$ cat src/hdl/assert_macros.svh
// assertion helpers shared by the rtl
`ifndef ASSERT_MACROS_SVH
`define ASSERT_MACROS_SVH

// checked at every edge out of reset
`define UPC_ASSERT(label, prop, msg) \
  label: assert property (@(posedge clk) disable iff (!rst_n) prop) else $error(msg);

// checked at every edge, reset included
`define UPC_ASSERT_ALWAYS(label, prop, msg) \
  label: assert property (@(posedge clk) prop) else $error(msg);

`endif

$ cat src/hdl/upc_pkg.sv
// ----------------------------------------------------------------------------
// upc_pkg
// Shared types, character constants and classification helpers for the
// url percent codec.
// ----------------------------------------------------------------------------
package upc_pkg;

  localparam int QUEUE_DEPTH = 4;
  localparam int CFG_ADDR_W  = 1;
  localparam int CFG_DATA_W  = 1;

  // register indexes
  localparam logic [CFG_ADDR_W-1:0] REG_DECODE_MODE    = 1'd0;
  localparam logic [CFG_ADDR_W-1:0] REG_PLUS_FOR_SPACE = 1'd1;

  // escape phase codes
  localparam logic [1:0] PH_IDLE = 2'd0;
  localparam logic [1:0] PH_PCT  = 2'd1;
  localparam logic [1:0] PH_HEX  = 2'd2;

  localparam logic [7:0] CH_PERCENT = 8'h25;
  localparam logic [7:0] CH_PLUS    = 8'h2B;
  localparam logic [7:0] CH_SPACE   = 8'h20;

  // one queue entry: up to three result bytes from one input byte
  typedef struct packed {
    logic [2:0][7:0] data;
    logic [1:0]      count;
    logic            last;
  } entry_t;

  function automatic logic is_unreserved(input logic [7:0] b);
    return (b >= 8'h41 && b <= 8'h5A) || (b >= 8'h61 && b <= 8'h7A) ||
           (b >= 8'h30 && b <= 8'h39) || b == 8'h2D || b == 8'h2E ||
           b == 8'h3D || b == 8'h5F || b == 8'h7E;
  endfunction

  function automatic logic is_hex(input logic [7:0] b);
    return (b >= 8'h30 && b <= 8'h39) || (b >= 8'h41 && b <= 8'h46) ||
           (b >= 8'h61 && b <= 8'h66);
  endfunction

  function automatic logic [3:0] hex_value(input logic [7:0] b);
    logic [3:0] v;
    v = 4'd0;
    if (b >= 8'h30 && b <= 8'h39) v = b[3:0];
    else if ((b >= 8'h41 && b <= 8'h46) || (b >= 8'h61 && b <= 8'h66))
      v = b[3:0] + 4'd9;
    return v;
  endfunction

  function automatic logic [7:0] hex_digit(input logic [3:0] n);
    logic [7:0] c;
    if (n < 4'd10) c = 8'h30 + {4'd0, n};
    else c = 8'h37 + {4'd0, n};
    return c;
  endfunction

  // append one byte to an entry, dropping anything past three
  function automatic entry_t push_byte(input entry_t e, input logic [7:0] b);
    entry_t r;
    r = e;
    case (e.count)
      2'd0: begin
        r.data[0] = b;
        r.count = 2'd1;
      end
      2'd1: begin
        r.data[1] = b;
        r.count = 2'd2;
      end
      2'd2: begin
        r.data[2] = b;
        r.count = 2'd3;
      end
      default: r = e;
    endcase
    return r;
  endfunction

endpackage

$ cat src/hdl/url_percent_codec_unit.sv
// ----------------------------------------------------------------------------
// url_percent_codec_unit
// Byte-stream url percent encoder / decoder with a direction register.
// ----------------------------------------------------------------------------
// input channel: raise in_push with in_byte/in_last, a transaction completes
//   when in_push is high and in_full is low. in_last closes a string.
// result channel: while out_empty is low the oldest result sits on out_byte,
//   out_run_end and out_string_end; out_pop takes it.
// config: cfg_we writes cfg_wdata to register cfg_addr (0 decode_mode,
//   1 plus_for_space) in the same edge; write only while the block is idle.
// queue: the results of a byte enter the queue at its transaction and can be popped from the next cycle.
// throughput: one input byte per cycle while the entry queue has room; the
//   result side moves one byte per cycle while out_pop is high, through the
//   single-byte result port, so a byte that expands to three results takes three pops.
// a byte that only opens an escape yields no result.
// stall: when out_pop stays low, entries collect in the QUEUE_DEPTH queue and
//   in_full rises once it is full.
// reset: rst_n low clears the queue, the escape state and both registers;
//   the block is ready in the first cycle after reset.
// ----------------------------------------------------------------------------
`include "assert_macros.svh"

module url_percent_codec_unit #(
  parameter int QUEUE_DEPTH = upc_pkg::QUEUE_DEPTH
) (
  input  logic                           clk,
  input  logic                           rst_n,
  input  logic                           cfg_we,
  input  logic [upc_pkg::CFG_ADDR_W-1:0] cfg_addr,
  input  logic [upc_pkg::CFG_DATA_W-1:0] cfg_wdata,
  input  logic                           in_push,
  output logic                           in_full,
  input  logic [7:0]                     in_byte,
  input  logic                           in_last,
  output logic                           out_empty,
  input  logic                           out_pop,
  output logic [7:0]                     out_byte,
  output logic                           out_run_end,
  output logic                           out_string_end
);

  logic decode_mode_r, plus_for_space_r;
  logic queue_full, queue_empty, enq_valid, deq;
  upc_pkg::entry_t enq_entry, head;

  always_ff @(posedge clk) begin
    if (!rst_n) begin
      decode_mode_r    <= 1'b0;
      plus_for_space_r <= 1'b0;
    end else if (cfg_we) begin
      case (cfg_addr)
        upc_pkg::REG_DECODE_MODE:    decode_mode_r    <= cfg_wdata[0];
        upc_pkg::REG_PLUS_FOR_SPACE: plus_for_space_r <= cfg_wdata[0];
        default: ;
      endcase
    end
  end

  upc_front u_front (
    .clk            (clk),
    .rst_n          (rst_n),
    .decode_mode    (decode_mode_r),
    .plus_for_space (plus_for_space_r),
    .in_push        (in_push),
    .in_byte        (in_byte),
    .in_last        (in_last),
    .queue_full     (queue_full),
    .in_full        (in_full),
    .enq_valid      (enq_valid),
    .enq_entry      (enq_entry)
  );

  upc_queue #(
    .DEPTH (QUEUE_DEPTH)
  ) u_queue (
    .clk       (clk),
    .rst_n     (rst_n),
    .enq_valid (enq_valid),
    .enq_entry (enq_entry),
    .full      (queue_full),
    .deq       (deq),
    .empty     (queue_empty),
    .head      (head)
  );

  upc_back u_back (
    .clk            (clk),
    .rst_n          (rst_n),
    .queue_empty    (queue_empty),
    .head           (head),
    .deq            (deq),
    .out_empty      (out_empty),
    .out_pop        (out_pop),
    .out_byte       (out_byte),
    .out_run_end    (out_run_end),
    .out_string_end (out_string_end)
  );

  // an encoded byte always produces at least one result
  `UPC_ASSERT(a_encode_yields, in_push && !in_full && !decode_mode_r |=> !out_empty, "encode transaction left no result")
  // a full queue always has something to hand out
  `UPC_ASSERT_ALWAYS(a_full_not_empty, in_full |-> !out_empty, "queue full yet result side empty")
  // taking a byte in the middle of a run keeps the rest of that run
  `UPC_ASSERT(a_run_continues, out_pop && !out_empty && !out_run_end |=> !out_empty, "run cut short")

endmodule

$ cat src/hdl/upc_front.sv
// ----------------------------------------------------------------------------
// upc_front
// Accepts input bytes, tracks the escape state and turns each byte that
// yields a result into a queue entry of up to three result bytes.
// ----------------------------------------------------------------------------
module upc_front (
  input  logic            clk,
  input  logic            rst_n,
  input  logic            decode_mode,
  input  logic            plus_for_space,
  input  logic            in_push,
  input  logic [7:0]      in_byte,
  input  logic            in_last,
  input  logic            queue_full,
  output logic            in_full,
  output logic            enq_valid,
  output upc_pkg::entry_t enq_entry
);

  logic [1:0] phase_r, phase_nxt;
  logic [7:0] held_r, held_nxt;
  logic       accept;
  logic       idle_byte;
  upc_pkg::entry_t ent;

  assign in_full = queue_full;
  assign accept  = in_push && !queue_full;

  always_comb begin
    ent       = '0;
    phase_nxt = phase_r;
    held_nxt  = held_r;
    idle_byte = 1'b0;
    if (!decode_mode) begin
      phase_nxt = upc_pkg::PH_IDLE;
      held_nxt  = 8'd0;
      if (upc_pkg::is_unreserved(in_byte)) begin
        ent = upc_pkg::push_byte(ent, in_byte);
      end else if (in_byte == upc_pkg::CH_SPACE && plus_for_space) begin
        ent = upc_pkg::push_byte(ent, upc_pkg::CH_PLUS);
      end else begin
        ent = upc_pkg::push_byte(ent, upc_pkg::CH_PERCENT);
        ent = upc_pkg::push_byte(ent, upc_pkg::hex_digit(in_byte[7:4]));
        ent = upc_pkg::push_byte(ent, upc_pkg::hex_digit(in_byte[3:0]));
      end
    end else begin
      case (phase_r)
        upc_pkg::PH_PCT: begin
          if (upc_pkg::is_hex(in_byte)) begin
            held_nxt  = in_byte;
            phase_nxt = upc_pkg::PH_HEX;
          end else begin
            ent       = upc_pkg::push_byte(ent, upc_pkg::CH_PERCENT);
            phase_nxt = upc_pkg::PH_IDLE;
            idle_byte = 1'b1;
          end
        end
        upc_pkg::PH_HEX: begin
          if (upc_pkg::is_hex(in_byte)) begin
            ent = upc_pkg::push_byte(ent, {upc_pkg::hex_value(held_r),
                                           upc_pkg::hex_value(in_byte)});
          end else begin
            ent       = upc_pkg::push_byte(ent, upc_pkg::CH_PERCENT);
            ent       = upc_pkg::push_byte(ent, held_r);
            idle_byte = 1'b1;
          end
          phase_nxt = upc_pkg::PH_IDLE;
          held_nxt  = 8'd0;
        end
        default: idle_byte = 1'b1;
      endcase
      if (idle_byte) begin
        if (in_byte == upc_pkg::CH_PLUS && plus_for_space) begin
          ent = upc_pkg::push_byte(ent, upc_pkg::CH_SPACE);
        end else if (in_byte == upc_pkg::CH_PERCENT) begin
          phase_nxt = upc_pkg::PH_PCT;
        end else begin
          ent = upc_pkg::push_byte(ent, in_byte);
        end
      end
      // flush a dangling escape at the string end
      if (in_last) begin
        if (phase_nxt == upc_pkg::PH_PCT) begin
          ent = upc_pkg::push_byte(ent, upc_pkg::CH_PERCENT);
        end else if (phase_nxt == upc_pkg::PH_HEX) begin
          ent = upc_pkg::push_byte(ent, upc_pkg::CH_PERCENT);
          ent = upc_pkg::push_byte(ent, held_nxt);
        end
        phase_nxt = upc_pkg::PH_IDLE;
        held_nxt  = 8'd0;
      end
    end
    ent.last = in_last;
  end

  // bytes that only open an escape produce no entry
  assign enq_valid = accept && (ent.count != 2'd0);
  assign enq_entry = ent;

  always_ff @(posedge clk) begin
    if (!rst_n) begin
      phase_r <= upc_pkg::PH_IDLE;
      held_r  <= 8'd0;
    end else if (accept) begin
      phase_r <= phase_nxt;
      held_r  <= held_nxt;
    end
  end

endmodule

$ cat src/hdl/upc_queue.sv
// ----------------------------------------------------------------------------
// upc_queue
// Small entry queue between the classifier and the serializer.
// ----------------------------------------------------------------------------
module upc_queue #(
  parameter int DEPTH = upc_pkg::QUEUE_DEPTH
) (
  input  logic            clk,
  input  logic            rst_n,
  input  logic            enq_valid,
  input  upc_pkg::entry_t enq_entry,
  output logic            full,
  input  logic            deq,
  output logic            empty,
  output upc_pkg::entry_t head
);

  localparam int PW = (DEPTH > 1) ? $clog2(DEPTH) : 1;
  localparam int CW = $clog2(DEPTH + 1);

  upc_pkg::entry_t mem_r [DEPTH];
  logic [PW-1:0] wr_ptr_r, wr_ptr_nxt;
  logic [PW-1:0] rd_ptr_r, rd_ptr_nxt;
  logic [CW-1:0] count_r, count_nxt;
  logic          do_enq, do_deq;

  assign full   = (count_r == CW'(DEPTH));
  assign empty  = (count_r == '0);
  assign head   = mem_r[rd_ptr_r];
  assign do_enq = enq_valid && !full;
  assign do_deq = deq && !empty;

  always_comb begin
    wr_ptr_nxt = wr_ptr_r;
    rd_ptr_nxt = rd_ptr_r;
    count_nxt  = count_r;
    if (do_enq) begin
      wr_ptr_nxt = (wr_ptr_r == PW'(DEPTH - 1)) ? '0 : wr_ptr_r + 1'b1;
    end
    if (do_deq) begin
      rd_ptr_nxt = (rd_ptr_r == PW'(DEPTH - 1)) ? '0 : rd_ptr_r + 1'b1;
    end
    if (do_enq && !do_deq) count_nxt = count_r + 1'b1;
    else if (do_deq && !do_enq) count_nxt = count_r - 1'b1;
  end

  always_ff @(posedge clk) begin
    if (!rst_n) begin
      wr_ptr_r <= '0;
      rd_ptr_r <= '0;
      count_r  <= '0;
    end else begin
      wr_ptr_r <= wr_ptr_nxt;
      rd_ptr_r <= rd_ptr_nxt;
      count_r  <= count_nxt;
    end
  end

  always_ff @(posedge clk) begin
    if (do_enq) mem_r[wr_ptr_r] <= enq_entry;
  end

endmodule

$ cat src/hdl/upc_back.sv
// ----------------------------------------------------------------------------
// upc_back
// Serializes queue entries into single result bytes with run and string
// end marks.
// ----------------------------------------------------------------------------
module upc_back (
  input  logic            clk,
  input  logic            rst_n,
  input  logic            queue_empty,
  input  upc_pkg::entry_t head,
  output logic            deq,
  output logic            out_empty,
  input  logic            out_pop,
  output logic [7:0]      out_byte,
  output logic            out_run_end,
  output logic            out_string_end
);

  logic [1:0] idx_r, idx_nxt;
  logic       take;

  assign out_empty = queue_empty;
  assign take      = out_pop && !queue_empty;

  always_comb begin
    case (idx_r)
      2'd1:    out_byte = head.data[1];
      2'd2:    out_byte = head.data[2];
      default: out_byte = head.data[0];
    endcase
  end

  assign out_run_end    = (idx_r == head.count - 2'd1);
  assign out_string_end = out_run_end && head.last;
  // the entry leaves once its final byte is taken
  assign deq            = take && out_run_end;

  always_comb begin
    idx_nxt = idx_r;
    if (take) idx_nxt = out_run_end ? 2'd0 : idx_r + 2'd1;
  end

  always_ff @(posedge clk) begin
    if (!rst_n) begin
      idx_r <= 2'd0;
    end else begin
      idx_r <= idx_nxt;
    end
  end

endmodule

$ cat config.mk
export PLATFORM = sky130hd
export DESIGN_NAME = url_percent_codec_unit
export DESIGN_NICKNAME = d
export VERILOG_FILES = /design/src/hdl/upc_pkg.sv /design/src/hdl/url_percent_codec_unit.sv /design/src/hdl/upc_front.sv /design/src/hdl/upc_queue.sv /design/src/hdl/upc_back.sv
export VERILOG_INCLUDE_DIRS = /design/src /design/src/hdl
export SDC_FILE = /design/constraint.sdc
export NUM_CORES = 1
export LEC_CHECK = 0
export BUFFER_PORTS_ARGS = -buffer_cell sky130_fd_sc_hd__buf_2
export CAP_MARGIN = 10
export CORE_MARGIN = 2
export CORE_UTILIZATION = 40
export DETAILED_ROUTE_END_ITERATION = 6
export PLACE_DENSITY = 0.67
export SYNTH_ARGS = -nofsm -noshare
export SYNTH_HDL_FRONTEND = slang
export SYNTH_SLANG_ARGS = --single-unit
$ cat constraint.sdc
create_clock -name clk -period 11.77 [get_ports clk]
set_input_delay 0.5885 -clock clk [delete_from_list [all_inputs] [get_ports clk]]
set_output_delay 0.5885 -clock clk [all_outputs]
set_load 0.01 [all_outputs]
Word level (Yosys, flattened, before mapping) --
Memory sizes are Yosys's and may differ from the RTL's. A register that Yosys moved wholly into a read port is not among the register bits. Cells that the tools add are included.
Operators by class: reductions and logical operators 46, eq/ne operators 30, add/subtract/negate cells 12, $mul 0, div/mod/pow operators 0, shift operators 0, muxes and demuxes 85, bitwise operators 1, order comparisons 16
Operators with widths (number):
- two-way mux 27 bit | 12
- two-way mux 8 bit | 26
- two-way mux 10 bit | 6
- one-hot mux 27 bit (2 select lines) | 1
- == test 8 x 6 -> 1 bit, second input constant | 6
- less-or-equal comparator 8 x 7 -> 1 bit, second input constant | 6
- two-way mux 2 bit | 19
- one-hot mux 2 bit (3 select lines) | 6
- greater-or-equal comparator 8 x 7 -> 1 bit, second input constant | 4
- one-hot mux 8 bit (2 select lines) | 2
- adder 6 x 4 -> 7 bit, first input constant | 4
- == test 2 bit, second input constant | 11
- logical AND 1 bit | 19
- == test 2 x 1 -> 1 bit, second input constant | 9
- == test 8 x 7 -> 1 bit, second input constant | 2
- greater-or-equal comparator 8 x 6 -> 1 bit, second input constant | 2
- less-or-equal comparator 8 x 6 -> 1 bit, second input constant | 2
- two-way mux 4 bit | 4
- logical NOT 2 bit | 6
- logical OR 1 bit | 11
- two-way mux 9 bit | 1
- adder 4 bit, second input constant | 2
- less-than comparator 4 bit, second input constant | 2
- adder 2 x 1 -> 2 bit, second input constant | 3
- 14 further kinds | 24
Storage, ports and cells: memories 1, flip-flop bits (word level) 21, bits in read-only memories 0, memory bits (writable) 108, output and inout bits 12, input port bits 16, logic and storage cells 199, bits in latches 0
Memories:
- u_queue.mem_r | depth 4, bits a word 27, rd ports 1, clocked after memory_dff 1, write ports 1, RTL line upc_queue.sv:21 | upc_pkg::entry_t mem_r [DEPTH];

Depth between registers and ports, before layout --
depth in word-level cells 37, depth in mapped cells 17

By module --
Synthesis repeated with hierarchy kept, for this count alone.
Unflattened totals: cells, all modules 622, area total of the unflattened synthesis 7378.3 um^2
Modules (own cells, without submodules):
- upc_queue | area each 4424.2 um^2, instances 1, sequential area each 3423.3 um^2, cells each 192
- upc_front | area each 2536.2 um^2, instances 1, sequential area each 200.2 um^2, cells each 374
- upc_back | area each 326.6 um^2, instances 1, sequential area each 40.0 um^2, cells each 47
- url_percent_codec_unit | area each 91.3 um^2, instances 1, sequential area each 40.0 um^2, cells each 9

Least setup slack after synthesis --
No wires, ideal clock.
path kind input -> register, start point input port in_byte[1], end point register u_queue.count_r[2], cell stages on the path 16, arrival 4535 ps, path slack 7159 ps, cell sequence clkbuf_1 > inv_1 > ha_1 > or4b_4 > and3_4 > o32a_4 > o41ai_2 > o31ai_2 > a21boi_1 > o2bb2ai_4 > ha_1 > inv_1 > fa_1 > xor2_1 > or3_1 > a21boi_0
On the way: word-level cells in the longest chain between the ends 31, elaborated cells on any way between the ends 81, those cells by class order compare: 8; eq/ne: 16; mux: 31; reduce/logical: 26
Ends and longest elaborated chain:
- start, declared | RTL line url_percent_codec_unit.sv:33 | input logic [7:0] in_byte,
- greater-or-equal comparator 8 x 6 -> 1 bit, or another cell as far along | RTL line upc_pkg.sv:34, upc_pkg.sv:39
- logical AND 1 bit, on equally long branches | RTL line upc_pkg.sv:34, upc_pkg.sv:39
- logical OR 1 bit (2 in a row) | RTL line upc_pkg.sv:39 | return (b >= 8'h30 && b <= 8'h39) || (b >= 8'h41 && b <= 8'h46) ||
- two-way mux 27 bit / two-way mux 9 bit (equally long branches) | RTL line upc_front.sv:59, upc_front.sv:49
- one-hot mux 27 bit (2 select lines) | RTL line upc_front.sv:47 | case (phase_r)
- two-way mux 27 bit | RTL line upc_front.sv:34 | if (!decode_mode) begin
- == test 2 bit, or another cell as far along | RTL line upc_pkg.sv:63 | case (e.count)
- one-hot mux 2 bit (3 select lines) | RTL line upc_pkg.sv:63
- (+15 left out)
- two-way mux 27 bit * | RTL line upc_front.sv:34
- nonzero test 2 bit * | RTL line upc_front.sv:97 | assign enq_valid = accept && (ent.count != 2'd0);
- logical AND 1 bit * | RTL line upc_front.sv:97
- logical AND 1 bit * | RTL line upc_queue.sv:30 | assign do_enq = enq_valid && !full;
- named net u_queue.do_enq | RTL line upc_queue.sv:25 | logic do_enq, do_deq;
- logical NOT 1 bit | RTL line upc_queue.sv:44 | else if (do_deq && !do_enq) count_nxt = count_r - 1'b1;
- logical AND 1 bit | RTL line upc_queue.sv:44
- nonzero test 2 bit (no line)
- end signal, assigned | RTL line upc_queue.sv:55 | count_r <= count_nxt;
- end, declared | RTL line upc_queue.sv:24 | logic [CW-1:0] count_r, count_nxt;
The timed path passes the listed nets; every way through them passes the cells marked *. The select of a mux whose other input is x is not followed. A chain may end at the register's enable or synchronous reset.

Worst setup path after layout --
Ends and elaborated chain as after synthesis.

==> impl_summary.md <==
Setup path
The signal arrival time at the worst endpoint is 5.05 ns. The number of buffers and inverters on the critical path is 3. The cell type of the slowest stage on the worst timing path is sky130_fd_sc_hd__or4b_4. The critical path required time is 12.11 ns. Of all nets on the critical path, the largest fanout is 16. The top cell family by delay on the critical path is simple AND/OR/NAND/NOR gates.

STA classifies the critical path startpoint as an input port. The longest individual stage delay on the worst path is 0.56 ns. The critical path goes through buf_2 -> inv_1 -> ha_1 -> or4b_4 -> and3_4 -> o32ai_4 -> nand3_1 -> o2111ai_2 -> o311ai_2 -> o2bb2ai_4 -> ha_1 -> inv_1 -> fa_1 -> xor2_1 -> or3_1 -> a21boi_0.

The nature of the critical path endpoint is a register. The setup path with the least slack is of type in -> reg. Setup slack on the worst reg-to-reg path comes out at 7.91 ns.

Logic synthesis
The synthesized net count is 638. The synthesized netlist devotes 12.1% of its cell area to simple gates. The count of flip-flops with a built-in enable after synthesis is 108. The summed instance area of the synthesized netlist is 7220 um^2.

After Yosys synthesis, full adders, half adders and majority gates account for 4.61% of the synthesized area. Sequential elements use 51.3% of the synthesized area. In the synthesized netlist the dominant register cell turns out to be sky130_fd_sc_hd__edfxtp_1. The combinational family with the most area after synthesis is compound AO/OA/AOI/OAI gates. The share of the synthesized netlist area taken by xor and xnor gates is 1.33%.

The number of cells produced by synthesis is 596. Multiplexer cells account for 9.86% of the synthesized area. Synthesis inferred 131 register bits.

In this run, distinct cell masters in the synthesized netlist total 78. The synthesized area per cell is 12.1 um^2. The number of warnings printed during yosys synthesis is 0. The compound-cell area share of the yosys netlist is 17.5%.

In the synthesized netlist the async set-or-reset flop fraction comes to 0%.

Job
The max-capacitance violation count is 0.

Placed design
The global placement routability congestion is 0.925. Once detailed placement completed, the half-perimeter wirelength came to 12.4 mm. During placement, the flow inserted port buffers numbering 27.

Cells and area
The proportion of layout cells with a drive suffix above 1 is 18.1%. Cells fill 45.4% of the core in the end. The net count of the finished layout is 655.

From synthesis to final layout, the design area changed by 12.2%. 0 antenna diodes ended up in the layout.

STA
Setup repair after global routing left no endpoint under its margin. The achievable clock frequency is 212 MHz. The post-route minimum period is 4.71 ns. The measured slew at the worst slew-check pin is 1.22 ns.

The ratio of final minimum period to clock period is 40.0%. Setup violations remaining at the end of the flow were counted as 0. Adding up every negative setup slack in the final design gives 0 ns. The total count of max-transition violations in the final report came to 0. The clock skew after layout is 0.0114 ns. The total count of hold-check failures in the final report is 0. The worst max-slew margin expressed relative to the limit is 17.9%.

Drt
The antenna violation net count after detailed routing is 0. The total via count after detailed routing is 5220. The routed wire length is 18.1 mm. The number of DRC markers after the initial detailed-route iteration is 607. The routed via count divided by cell count is 6.11.

Dividing the detail-routed wire length by the instance count gives 21.1 um. The number of DRC violations after detailed routing is 0. The total iterations of the first detailed-routing run is 6.

GRT
The via count of the first global-routing pass is 5150. The first-pass GRT wire length is 28.9 mm. The initial antenna violation count is 0.

The pin count of the biggest net entering global routing is 28. In the global route stage, overall resource usage came out at 19.3%. The remaining global-route overflow is 0.

Clock tree
The cell sitting at the root of the clock tree is a sky130_fd_sc_hd__clkbuf_16. The post-cts sizing count is 0. The post-CTS setup buffer count is 0. The H-tree was split into 4 levels. Buffers inserted to repair hold after CTS numbered 0. The maximum root-to-sink buffer count is 2.

The number of clock buffers added by TritonCTS is 17. The TritonCTS clock tree is built. The later pin in the worst-skew pair is clocked with a latency of 0.42 ns. The register clock-pin slew on the reported worst setup and hold paths is 0.06 ns. The clock drives 131 sinks.

Floorplanning
The placeable core region is 17800 um^2. The initialized floorplan defines 49 standard-cell rows. In this run the horizontal extent of the chip is 138 um. 28 I/O pins were placed. The area enclosed by the die boundary is 19100 um^2. For this configuration, the core starts out at a cell density of 40.5%. The die height is 138 um.

Power
Dividing total power by cell area gives a power density of 166 nW/um^2. The total leakage power is 2.68 nW. The worst supply voltage drop on vdd is 0.122 mV.

Hold path
The path type of the worst min-delay path is in -> reg.

Run status
The flow ran to the end, and the final reports show no timing, DRC or antenna violations.
-- kinds of logic (layout without fill, tap and decap cells) --
| logic type | after synthesis | in the layout |
|---|---|---|
| compound gates | 169 | 169 |
| xor+xnor | 11 | 11 |
| fa+ha+maj | 26 | 26 |
| buf+inv | 59 | 89 |
| flops | 131 | 131 |
| mux | 37 | 37 |
| simple gates | 163 | 163 |
-- sequential cells by signal, indices dropped and copies added, names as in the netlist, named ones only --
signal and cells:
plus_for_space_r 1, u_queue.wr_ptr_r 2, u_queue.mem_r 108, u_queue.count_r 3, u_front.held_r 8, u_front.phase_r 2
u_queue.rd_ptr_r 2, u_back.idx_r 2, decode_mode_r 1
-- synthesized netlist by cell type (all sizes together) (4+ instances only) --
library cell / n / area share [%]
nand2b: 7 / 0.61
nor2b: 15 / 1.3
o22ai: 7 / 0.61
and3: 4 / 0.42
a21oi: 25 / 1.7
mux2i: 10 / 1.4
a32oi: 5 / 0.61
edfxtp: 108 / 45
inv: 22 / 1.1
nor3b: 5 / 0.52
nand2: 51 / 2.7
a21boi: 6 / 0.62
clkbuf: 26 / 1.4
mux4: 27 / 8.4
nor2: 24 / 1.3
nand3: 9 / 0.62
nor3: 12 / 0.99
and2: 17 / 1.5
a221oi: 4 / 0.48
a211oi: 4 / 0.59
buf: 11 / 0.87
ha: 25 / 4.3
xnor2: 9 / 1.1
a22o: 7 / 0.85
a21o: 4 / 0.42
a22oi: 24 / 2.6
o21ai: 43 / 3.1
nand4: 5 / 0.43
a221o: 5 / 0.69
dfxtp: 23 / 6.4
-- placed cells by master, fill, tap and decap left out, types with 3 or more instances in the layout --
master and instances:
sky130_fd_sc_hd__clkbuf_16 17, sky130_fd_sc_hd__buf_2 27, sky130_fd_sc_hd__a21boi_0 4, sky130_fd_sc_hd__and2_1 17, sky130_fd_sc_hd__or3_1 3, sky130_fd_sc_hd__nor3b_1 5, sky130_fd_sc_hd__a221oi_1 4, sky130_fd_sc_hd__a21oi_1 25
sky130_fd_sc_hd__o21ai_0 40, sky130_fd_sc_hd__a22o_1 7, sky130_fd_sc_hd__dfxtp_1 22, sky130_fd_sc_hd__nor2_1 23, sky130_fd_sc_hd__and4_1 3, sky130_fd_sc_hd__and3_1 3, sky130_fd_sc_hd__mux2i_1 9, sky130_fd_sc_hd__buf_4 8
sky130_fd_sc_hd__nand2_1 51, sky130_fd_sc_hd__clkinvlp_4 6, sky130_fd_sc_hd__ha_1 25, sky130_fd_sc_hd__nand2b_1 7, sky130_fd_sc_hd__nor2b_1 15, sky130_fd_sc_hd__a31oi_1 3, sky130_fd_sc_hd__a22oi_1 23, sky130_fd_sc_hd__xnor2_1 9
sky130_fd_sc_hd__a221o_1 5, sky130_fd_sc_hd__a211o_1 3, sky130_fd_sc_hd__a32oi_1 5, sky130_fd_sc_hd__o22ai_1 7, sky130_fd_sc_hd__edfxtp_1 108, sky130_fd_sc_hd__a21o_1 4, sky130_fd_sc_hd__inv_1 22, sky130_fd_sc_hd__mux4_2 27
sky130_fd_sc_hd__a211oi_1 3, sky130_fd_sc_hd__nand4_1 5, sky130_fd_sc_hd__nor3_1 11, sky130_fd_sc_hd__a32o_1 3, sky130_fd_sc_hd__nand3_1 9, sky130_fd_sc_hd__clkinv_4 4
-- layer usage --
metal  vias up  GRT usage [%]  share of wire (%)
li1       2347              -                  -
met1      2583           26.6                 44
met2       242           30.1                 46
met3        48           3.95                6.6
met4         0           7.41                3.0
met5         -              0                  0
-- final cells by class --
| cell class | count | area [um^2] |
|---|---|---|
| clock buffers | 18 | 429 |
| clock inverters | 14 | 131 |
| fillers | 1632 | 9740 |
| inverters | 22 | 82.6 |
| multi-input cells | 406 | 3280 |
| flip-flops and latches | 131 | 3700 |
| well taps | 229 | 287 |
| repair buffers | 35 | 195 |
-- worst paths after layout --
path / from / endpoint / depth (start not counted)
worst min-delay path: cfg_wdata / decode_mode_r / 3
worst max register to register: u_front.phase_r[0] / u_queue.count_r[2] / 15
worst max-delay path: in_byte[1] / u_queue.count_r[2] / 16
worst min register to register: u_queue.wr_ptr_r[1] / u_queue.wr_ptr_r[1] / 2
-- where the power goes --
| group | internal [W] | total (W) | switching, W |
|---|---|---|---|
| clock network | 0.000291 | 0.000489 | 0.000198 |
| registers | 0.000561 | 0.000592 | 0.0000306 |
| logic | 0.000113 | 0.000264 | 0.000151 |
-- worst register-to-register path, delay by kind of cell, from the launching register on --
family | cells | cell delay, ns
AND/OR/NAND/NOR | 4 | 0.97
AO/OA/AOI/OAI | 5 | 1.27
buffers and inverters | 2 | 0.15
adder cells (fa/ha/maj) | 3 | 0.90
XOR/XNOR | 1 | 0.08
flip-flops | 1 | 0.40
-- through the flow --
step	hold WS (ns)	setup slack, ns	instance area [um^2]	cells	power, W
3_3_place_gp	0.481	6.80	7540	823	0.000855
6_report	0.450	7.06	8110	855	0.00135
2_1_floorplan	0.451	7.16	7220	596	0.000777
4_1_cts	0.425	7.09	8110	855	0.00136
3_5_place_dp	0.487	6.67	7540	823	0.000867
5_1_grt	0.460	6.80	8110	855	0.00141
(Power assumes the default switching activity.)
